$ cat src/hw/rtl/gbc_pkg.sv
package gbc_pkg;

   localparam int AVERAGE_COUNT = 100;
   localparam int DIV_L         = $clog2(AVERAGE_COUNT);
   localparam int SUM_W         = 17 + DIV_L;
   localparam int MAG_W         = 16 + DIV_L;
   localparam int RECIP_W       = 17 + DIV_L;
   localparam int PROD_W        = MAG_W + RECIP_W;
   localparam int DIV_SHIFT     = 16 + 2 * DIV_L;
   localparam int AVG_W         = $clog2(AVERAGE_COUNT + 1);

   localparam longint unsigned RECIP_FULL =
      ((64'd1 << DIV_SHIFT) + 64'(AVERAGE_COUNT) - 64'd1) / 64'(AVERAGE_COUNT);
   localparam logic [RECIP_W-1:0] RECIP = RECIP_W'(RECIP_FULL);

   localparam int NUM_AXES   = 3;
   localparam int REQ_DATA_W = 48;
   localparam int REQ_USER_W = 2;
   localparam int RSP_DATA_W = 56;
   localparam int CSR_ADDR_W = 3;
   localparam int CSR_DATA_W = 16;

   localparam logic [1:0] MODE_RUN  = 2'd0;
   localparam logic [1:0] MODE_WAIT = 2'd1;
   localparam logic [1:0] MODE_AVG  = 2'd2;

   localparam logic [CSR_ADDR_W-1:0] CSR_OFFSET_X     = 3'd0;
   localparam logic [CSR_ADDR_W-1:0] CSR_QUIET_LIMIT  = 3'd3;
   localparam logic [CSR_ADDR_W-1:0] CSR_QUIET_NEEDED = 3'd4;

   localparam logic [14:0] QUIET_LIMIT_RESET  = 15'd5;
   localparam logic [7:0]  QUIET_NEEDED_RESET = 8'd30;

   localparam logic [15:0] RESET_OFFSET [NUM_AXES] = '{16'hFF90, 16'h0065, 16'h0004};

   typedef struct packed {
      logic item;
      logic restart;
      logic read_ok;
      logic check;
      logic accum;
      logic clear_sum;
      logic div_mag;
      logic div_mul;
      logic div_load;
   } gbc_lane_ctl_type;

endpackage

$ cat src/hw/rtl/gbc_lane.sv
module gbc_lane (
   input  logic                      clock,
   input  logic                      reset,
   input  gbc_pkg::gbc_lane_ctl_type ctl,
   input  logic [15:0]               raw,
   input  logic [14:0]               quiet_limit,
   input  logic                      csr_load,
   input  logic [15:0]               csr_value,
   input  logic [15:0]               reset_offset,
   output logic [16:0]               rate,
   output logic                      quiet
);
   import gbc_pkg::*;

   logic [15:0]        held_ff, held_in;
   logic [15:0]        prev_ff, prev_in;
   logic [15:0]        offset_ff, offset_in;
   logic [SUM_W-1:0]   sum_ff, sum_in;
   logic [MAG_W-1:0]   mag_ff;
   logic               neg_ff, neg2_ff;
   logic [PROD_W-1:0]  prod_ff;
   logic [15:0]        used, diff, quot;
   logic [16:0]        diff_ext, lim_ext;

   assign used     = ctl.read_ok ? raw : held_ff;
   assign rate     = {used[15], used} - {offset_ff[15], offset_ff};
   assign diff     = used - prev_ff;
   assign diff_ext = {diff[15], diff};
   assign lim_ext  = {2'b00, quiet_limit};
   assign quiet    = ($signed(diff_ext) <= $signed(lim_ext)) &&
                     ($signed(diff_ext) >= -$signed(lim_ext));
   assign quot     = prod_ff[DIV_SHIFT +: 16];

   always_comb begin
      held_in   = held_ff;
      prev_in   = prev_ff;
      sum_in    = sum_ff;
      offset_in = offset_ff;
      if (ctl.item && ctl.read_ok) begin
         held_in = raw;
      end
      if (ctl.restart) begin
         prev_in = '0;
         sum_in  = '0;
      end else if (ctl.item && ctl.check) begin
         prev_in = used;
         if (ctl.clear_sum) begin
            sum_in = '0;
         end
      end else if (ctl.item && ctl.accum) begin
         sum_in = sum_ff + {{(SUM_W-16){used[15]}}, used};
      end
      if (csr_load) begin
         offset_in = csr_value;
      end else if (ctl.div_load) begin
         offset_in = neg2_ff ? 16'(-quot) : quot;
      end
   end

   always_ff @(posedge clock) begin
      if (reset) begin
         held_ff   <= '0;
         prev_ff   <= '0;
         sum_ff    <= '0;
         offset_ff <= reset_offset;
      end else begin
         held_ff   <= held_in;
         prev_ff   <= prev_in;
         sum_ff    <= sum_in;
         offset_ff <= offset_in;
      end
   end

   always_ff @(posedge clock) begin
      if (ctl.div_mag) begin
         neg_ff <= sum_ff[SUM_W-1];
         mag_ff <= sum_ff[SUM_W-1] ? MAG_W'(-sum_ff) : MAG_W'(sum_ff);
      end
      if (ctl.div_mul) begin
         neg2_ff <= neg_ff;
         prod_ff <= PROD_W'(mag_ff) * PROD_W'(RECIP);
      end
   end

endmodule

$ cat src/hw/rtl/gyro_bias_calibration_unit.sv
// Gyro bias calibration: each sample word on req is corrected by the per-axis offsets
// in effect before it and returned on rsp, one word per cycle while req is not held off.
// A restart word starts calibration: the unit waits for quiet_needed still samples (not
// necessarily in a row), averages the next AVERAGE_COUNT samples on three parallel axis
// lanes, and loads the truncated mean as new offsets. The word that completes the average
// stalls req while the lanes run the constant divide (magnitude, reciprocal multiply,
// load); its rsp word appears together with the new offsets. req is also held off while
// a finished rsp word waits and rsp_tready is low.
module gyro_bias_calibration_unit (
   input  logic                             clock,
   input  logic                             reset,
   input  logic                             req_tvalid,
   output logic                             req_tready,
   input  logic [gbc_pkg::REQ_DATA_W-1:0]   req_tdata,  // raw_x, raw_y, raw_z
   input  logic [gbc_pkg::REQ_USER_W-1:0]   req_tuser,  // func, read_ok
   output logic                             rsp_tvalid,
   input  logic                             rsp_tready,
   output logic [gbc_pkg::RSP_DATA_W-1:0]   rsp_tdata,  // rate_x, rate_y, rate_z, phase, cal_done
   input  logic                             csr_we,
   input  logic [gbc_pkg::CSR_ADDR_W-1:0]   csr_addr,
   input  logic [gbc_pkg::CSR_DATA_W-1:0]   csr_wdata
);
   import gbc_pkg::*;

   logic                  accept, busy, item, restart, final_item;
   logic [1:0]            mode_ff, mode_in;
   logic [7:0]            still_ff, still_in, still_inc;
   logic [AVG_W-1:0]      avg_ff, avg_in, avg_inc;
   logic [14:0]           quiet_limit_ff;
   logic [7:0]            quiet_needed_ff;
   logic                  div1_ff, div2_ff, div3_ff;
   logic                  rsp_valid_ff, rsp_valid_in;
   logic [16:0]           rate_ff [NUM_AXES];
   logic [1:0]            phase_ff;
   logic                  done_ff;
   logic [16:0]           lane_rate [NUM_AXES];
   logic [NUM_AXES-1:0]   lane_quiet;
   logic                  all_quiet, clear_sum;
   gbc_lane_ctl_type      lane_ctl;

   assign busy       = div1_ff | div2_ff | div3_ff;
   assign req_tready = (!rsp_valid_ff || rsp_tready) && !busy;
   assign accept     = req_tvalid && req_tready;
   assign restart    = accept && req_tuser[0];
   assign item       = accept && !req_tuser[0];
   assign all_quiet  = &lane_quiet;
   assign still_inc  = still_ff + 8'd1;
   assign avg_inc    = avg_ff + 1'b1;

   always_comb begin
      mode_in    = mode_ff;
      still_in   = still_ff;
      avg_in     = avg_ff;
      clear_sum  = 1'b0;
      final_item = 1'b0;
      if (restart) begin
         mode_in  = MODE_WAIT;
         still_in = '0;
         avg_in   = '0;
      end else if (item) begin
         case (mode_ff)
            MODE_WAIT: begin
               if (all_quiet) begin
                  still_in = still_inc;
                  if (still_inc >= quiet_needed_ff || still_inc == 8'd0) begin
                     mode_in   = MODE_AVG;
                     avg_in    = '0;
                     clear_sum = 1'b1;
                  end
               end
            end
            MODE_AVG: begin
               avg_in = avg_inc;
               if (avg_inc >= AVG_W'(AVERAGE_COUNT)) begin
                  mode_in    = MODE_RUN;
                  final_item = 1'b1;
               end
            end
            default: begin
               mode_in = MODE_RUN;
            end
         endcase
      end
   end

   always_comb begin
      lane_ctl           = '0;
      lane_ctl.item      = item;
      lane_ctl.restart   = restart;
      lane_ctl.read_ok   = req_tuser[1];
      lane_ctl.check     = (mode_ff == MODE_WAIT);
      lane_ctl.accum     = (mode_ff == MODE_AVG);
      lane_ctl.clear_sum = clear_sum;
      lane_ctl.div_mag   = div1_ff;
      lane_ctl.div_mul   = div2_ff;
      lane_ctl.div_load  = div3_ff;
   end

   for (genvar i = 0; i < NUM_AXES; i++) begin : g_lane
      gbc_lane u_lane (
         .clock        (clock),
         .reset        (reset),
         .ctl          (lane_ctl),
         .raw          (req_tdata[16*i +: 16]),
         .quiet_limit  (quiet_limit_ff),
         .csr_load     (csr_we && csr_addr == CSR_OFFSET_X + CSR_ADDR_W'(i)),
         .csr_value    (csr_wdata),
         .reset_offset (RESET_OFFSET[i]),
         .rate         (lane_rate[i]),
         .quiet        (lane_quiet[i])
      );
   end

   always_comb begin
      rsp_valid_in = rsp_valid_ff;
      if (rsp_valid_ff && rsp_tready) begin
         rsp_valid_in = 1'b0;
      end
      if (accept && !final_item) begin
         rsp_valid_in = 1'b1;
      end
      if (div3_ff) begin
         rsp_valid_in = 1'b1;
      end
   end

   always_ff @(posedge clock) begin
      if (reset) begin
         mode_ff         <= MODE_RUN;
         still_ff        <= '0;
         avg_ff          <= '0;
         div1_ff         <= 1'b0;
         div2_ff         <= 1'b0;
         div3_ff         <= 1'b0;
         rsp_valid_ff    <= 1'b0;
         quiet_limit_ff  <= QUIET_LIMIT_RESET;
         quiet_needed_ff <= QUIET_NEEDED_RESET;
      end else begin
         mode_ff      <= mode_in;
         still_ff     <= still_in;
         avg_ff       <= avg_in;
         div1_ff      <= accept && final_item;
         div2_ff      <= div1_ff;
         div3_ff      <= div2_ff;
         rsp_valid_ff <= rsp_valid_in;
         if (csr_we && csr_addr == CSR_QUIET_LIMIT) begin
            quiet_limit_ff <= csr_wdata[14:0];
         end
         if (csr_we && csr_addr == CSR_QUIET_NEEDED) begin
            quiet_needed_ff <= csr_wdata[7:0];
         end
      end
   end

   always_ff @(posedge clock) begin
      if (accept) begin
         for (int i = 0; i < NUM_AXES; i++) begin
            rate_ff[i] <= restart ? 17'd0 : lane_rate[i];
         end
         phase_ff <= mode_in;
         done_ff  <= final_item;
      end
   end

   assign rsp_tvalid = rsp_valid_ff;
   assign rsp_tdata  = {2'b00, done_ff, phase_ff, rate_ff[2], rate_ff[1], rate_ff[0]};

`ifndef SYNTH
   a_done_shows_after_load: assert property (@(posedge clock) disable iff (reset)
      (accept && final_item) |-> ##4 (rsp_tvalid && rsp_tdata[53]))
      else $error("calibration result word not presented after offset load");

   a_phase_legal: assert property (@(posedge clock) disable iff (reset)
      rsp_tvalid |-> (rsp_tdata[52:51] != 2'd3))
      else $error("illegal phase code on rsp");

   a_done_means_running: assert property (@(posedge clock) disable iff (reset)
      (rsp_tvalid && rsp_tdata[53]) |-> (rsp_tdata[52:51] == MODE_RUN))
      else $error("cal_done with phase other than running");

   a_avg_bounded: assert property (@(posedge clock) disable iff (reset)
      (mode_ff == MODE_AVG) |-> (avg_ff < AVG_W'(AVERAGE_COUNT)))
      else $error("average count past limit");

   a_no_accept_busy: assert property (@(posedge clock) disable iff (reset)
      (accept && final_item) |=> (!accept ##1 !accept ##1 !accept))
      else $error("word accepted during offset divide");
`endif

endmodule

$ cat config.mk
export PLATFORM = sky130hd
export DESIGN_NAME = gyro_bias_calibration_unit
export DESIGN_NICKNAME = d
export VERILOG_FILES = /design/src/hw/rtl/gbc_pkg.sv /design/src/hw/rtl/gbc_lane.sv /design/src/hw/rtl/gyro_bias_calibration_unit.sv
export SDC_FILE = /design/constraint.sdc
export NUM_CORES = 2
export LEC_CHECK = 0
export ABC_AREA = 0
export BUFFER_PORTS_ARGS = -buffer_cell sky130_fd_sc_hd__buf_2
export CORE_MARGIN = 2
export CORE_UTILIZATION = 30
export DETAILED_ROUTE_END_ITERATION = 8
export SETUP_SLACK_MARGIN = 0.5
export SYNTH_ARGS = -nofsm -noshare
export SYNTH_HDL_FRONTEND = slang
export SYNTH_SLANG_ARGS = --single-unit
$ cat constraint.sdc
create_clock -name clock -period 16 [get_ports clock]
set_clock_uncertainty 0.05 [all_clocks]
set_input_delay 0.8 -clock clock [delete_from_list [all_inputs] [get_ports clock]]
set_output_delay 0.8 -clock clock [all_outputs]
set_load 0.05 [all_outputs]
==> results.tsv <==
metric	value	unit
drt_first_pass_iters	5	
slowest_stage	edfxtp_1	
core-area	178400	µm²
worstSetupStartpointType	flop	
area_growth	9.300	%
grt_pass1_vias	40380	
grt_util_all_layers	16.81	%
nNetsFinal	7386	
hold_buffers	0	
synth-async-reset-ratio	0	%
dp_hpwl	127.4	mm
tightest_slew	1.204	ns
cts_setup_buffers	0	
grt_pass1_wl	237.9	mm
gp_congestion	0.9207	
end_kind	flop	
post-route-min-period	7.959	ns
drt-vias-per-instance	4.817	
peakVddDrop	68.12	µV
required	16.30	ns
wl_per_cell	18.68	µm
cts_resized	0	
grt-ovfl-total	0	
vias	39150	
antenna_found_initial	14	
start_util	30.18	%
cts.clk_slew.worst_paths	0.07	ns
worst_path_largest_cell_delay	0.55	ns
die_h	427.7	µm
die-area	182900	µm²
setup_viol	0	
grt_max_degree	80	
ys_warn_count	0	
maxSlewViolCount	0	
synth_area_per_cell	9.562	µm²
slew_headroom	19.48	%
num_rows	155	
critical_path_buf_inv_count	6	
clockBufferDepth	3	
worstPathArrival	8.26	ns
route.detailed.drc	0	
setup_tns	0	ns
ys_ff_latch	437	
powerDensity	50.19	nW/µm²
nFillCells	18210	
fin_hold_ws	0.3726	ns
place_inst	8028	
cts_tree	done	
drt.antenna.violating_nets	0	
syn_inst	5632	
crit_fanout	7	
die_x	427.7	µm
instances_no_fill	8127	
status	complete, no violations	
io_pins	132	
drive_gt1_share	5.429	%
final-hold-violation-count	0	
htreeDepth	2	
drtIter0Drc	2164	
min_path_type	primary input to flop	
power_leakage	30.87	nW
maxCapViolCount	0	
cpMostUsedCell	fa_1	
clkLatencyLatePin	0.63	ns
clock_sinks	437	
syn-cell-area	53860	µm²
rsz0062_at_grt	no	
synth_edf_count	177	
synth-main-ff-cell	dfxtp_1	
fmax	125.6	MHz
wirelength	151.8	mm
port_buffers	129	
crit_type	flop to flop	
path_cells	inv_1 -> fa_1 -> inv_1 -> fa_1 -> inv_1 -> fa_1 -> fa_1 -> inv_1 -> fa_1 -> fa_1 -> inv_1 -> fa_1 -> inv_1 -> ha_1 -> nand4_1 -> or4_1 -> o21ai_0 -> o211a_1 -> a221oi_2 -> o21ai_2 -> a21oi_1 -> a2111oi_2 -> a311oi_1 -> xnor2_1	
yosysUniqueCellTypes	83	
cts_root_buf	clkbuf_16	
fin_crit_sh	49.74	%
synth_seq_area_share	19.53	%
numCtsBuffers	49	
critical-path-top-delay-family	adder cells	
-- layout by cell type, fill, tap and decap left out, drive strengths merged, types with 9 or more instances in the layout --
| cell | instances |
|---|---|
| a21boi | 24 |
| a211oi | 106 |
| nand3b | 13 |
| or3 | 21 |
| mux2i | 34 |
| and3 | 31 |
| xor2 | 125 |
| buf | 144 |
| o41ai | 20 |
| nand3 | 52 |
| or2 | 17 |
| a21oi | 261 |
| or4 | 15 |
| ha | 997 |
| xnor2 | 174 |
| a31oi | 17 |
| o211ai | 19 |
| nand2b | 39 |
| o21ai | 221 |
| nand4 | 43 |
| o21bai | 15 |
| nor2 | 330 |
| clkinv | 15 |
| a22o | 9 |
| nor3 | 67 |
| edfxtp | 177 |
| clkbuf | 60 |
| fa | 591 |
| nand2 | 380 |
| inv | 1090 |
| a211o | 16 |
| o21a | 33 |
| o31ai | 40 |
| nor3b | 9 |
| mux2 | 40 |
| nor2b | 47 |
| nor4 | 21 |
| a21o | 98 |
| dfxtp | 260 |
-- worst paths after layout --
| path | start | endpoint | slack (ns) | cells past startpoint |
|---|---|---|---|---|
| max | g_lane[2].u_lane.mag_ff[6] | g_lane[2].u_lane.prod_ff[45] | 8.04 | 24 |
| min reg2reg | g_lane[2].u_lane.neg_ff | g_lane[2].u_lane.neg2_ff | 0.38 | 0 |
| min | req_tdata[34] | g_lane[2].u_lane.held_ff[2] | 0.37 | 3 |
| max reg2reg | g_lane[2].u_lane.mag_ff[6] | g_lane[2].u_lane.prod_ff[45] | 8.04 | 24 |
-- kinds of logic after synthesis --
| kind of cell | count (synthesis) | share of synthesized area, % |
|---|---|---|
| mux | 74 | 1.489 |
| compound gates | 938 | 11.17 |
| simple gates | 1108 | 9.495 |
| buf+inv | 1187 | 8.306 |
| xor+xnor | 299 | 4.863 |
| other cells | 1 | 0.006963 |
| flops | 437 | 19.53 |
| fa+ha+maj | 1588 | 45.13 |
-- where the power goes --
part | total (W) | internal [W] | switching (W)
Combinational | 0.000556 | 0.000186 | 0.000369
Sequential | 0.00120 | 0.00119 | 0.0000180
Clock | 0.00119 | 0.000681 | 0.000513
Total | 0.00295 | 0.00205 | 0.000900
-- synthesized netlist by cell type, types with 13 or more instances --
library cell | number | area (µm²)
o211ai_1 | 18 | 135.1
fa_1 | 591 | 11830
o41ai_1 | 20 | 175.2
dfxtp_1 | 260 | 5205
a21oi_1 | 258 | 1291
o21bai_1 | 15 | 112.6
mux2i_1 | 32 | 320.3
clkbuf_1 | 86 | 322.8
mux2_2 | 39 | 439.2
nor3_1 | 67 | 335.3
nand3_1 | 52 | 260.3
nand2_1 | 380 | 1426
inv_1 | 1083 | 4065
ha_1 | 997 | 12470
nand4_1 | 43 | 269.0
o21ai_0 | 216 | 1081
a21boi_0 | 23 | 172.7
a31oi_1 | 16 | 100.1
or4_1 | 15 | 112.6
or3_1 | 21 | 131.4
xor2_1 | 125 | 1095
nor2b_1 | 47 | 294.0
a211oi_1 | 106 | 795.8
nand3b_1 | 13 | 97.59
o21a_1 | 33 | 247.7
nor4_1 | 20 | 125.1
nor2_1 | 330 | 1239
and3_1 | 31 | 193.9
or2_2 | 17 | 106.4
xnor2_1 | 174 | 1524
edfxtp_1 | 177 | 5315
nand2b_1 | 39 | 244.0
o31ai_1 | 39 | 292.8
a211o_1 | 16 | 140.1
a21o_1 | 98 | 735.7
-- area by class of cell --
class,instances,area [µm²],share of cell area (%)
multi-input combinational,4009,38890,66.06
antenna,7,17.52,0.02976
sequential,437,10530,17.89
clock inverter,32,360.3,0.6122
inverter,1083,4065,6.906
clock buffer,60,1297,2.204
timing repair buffer,144,760.7,1.292
tap,2355,2947,5.006
-- sequential cells by signal (all words and copies together) (netlist names) --
signal,cells
g_lane.u_lane.held_ff,48
g_lane.u_lane.mag_ff,69
div1_ff,1
g_lane.u_lane.neg2_ff,3
div3_ff,1
g_lane.u_lane.sum_ff,72
rsp_tvalid,1
g_lane.u_lane.prod_ff,48
avg_ff,7
g_lane.u_lane.offset_ff,48
g_lane.u_lane.neg_ff,3
div2_ff,1
rate_ff,51
phase_ff,2
still_ff,8
quiet_needed_ff,8
done_ff,1
g_lane.u_lane.prev_ff,48
mode_ff,2
quiet_limit_ff,15
-- worst min-delay path: stages --
cell	delay (ns)
buf_2	0.10
nand2_1	0.05
a21oi_1	0.05
-- metrics by stage --
step | total power, W | worst slack (ns) | cell area, µm² | util, %
after floorplan | 0.001604 | 8.973 | 53860 | -
after global placement | 0.001777 | 7.843 | 57190 | 32.05
after detailed placement | 0.001785 | 7.728 | 57190 | 32.05
after CTS | 0.002982 | 7.970 | 58850 | 32.98
after global routing | 0.003074 | 7.617 | 58860 | 32.99
final | 0.002955 | 8.041 | 58860 | 32.99
-- routing by layer --
metal  vias to the layer above  wire length [µm]  GRT usage (%)
li1                      18980                 -              -
met1                     19230             64560          21.13
met3                       217              5278          1.727
met5                         -                34              0
met2                       715             75870          29.74
met4                         8              6088          6.018
(Power assumes the default switching activity.)
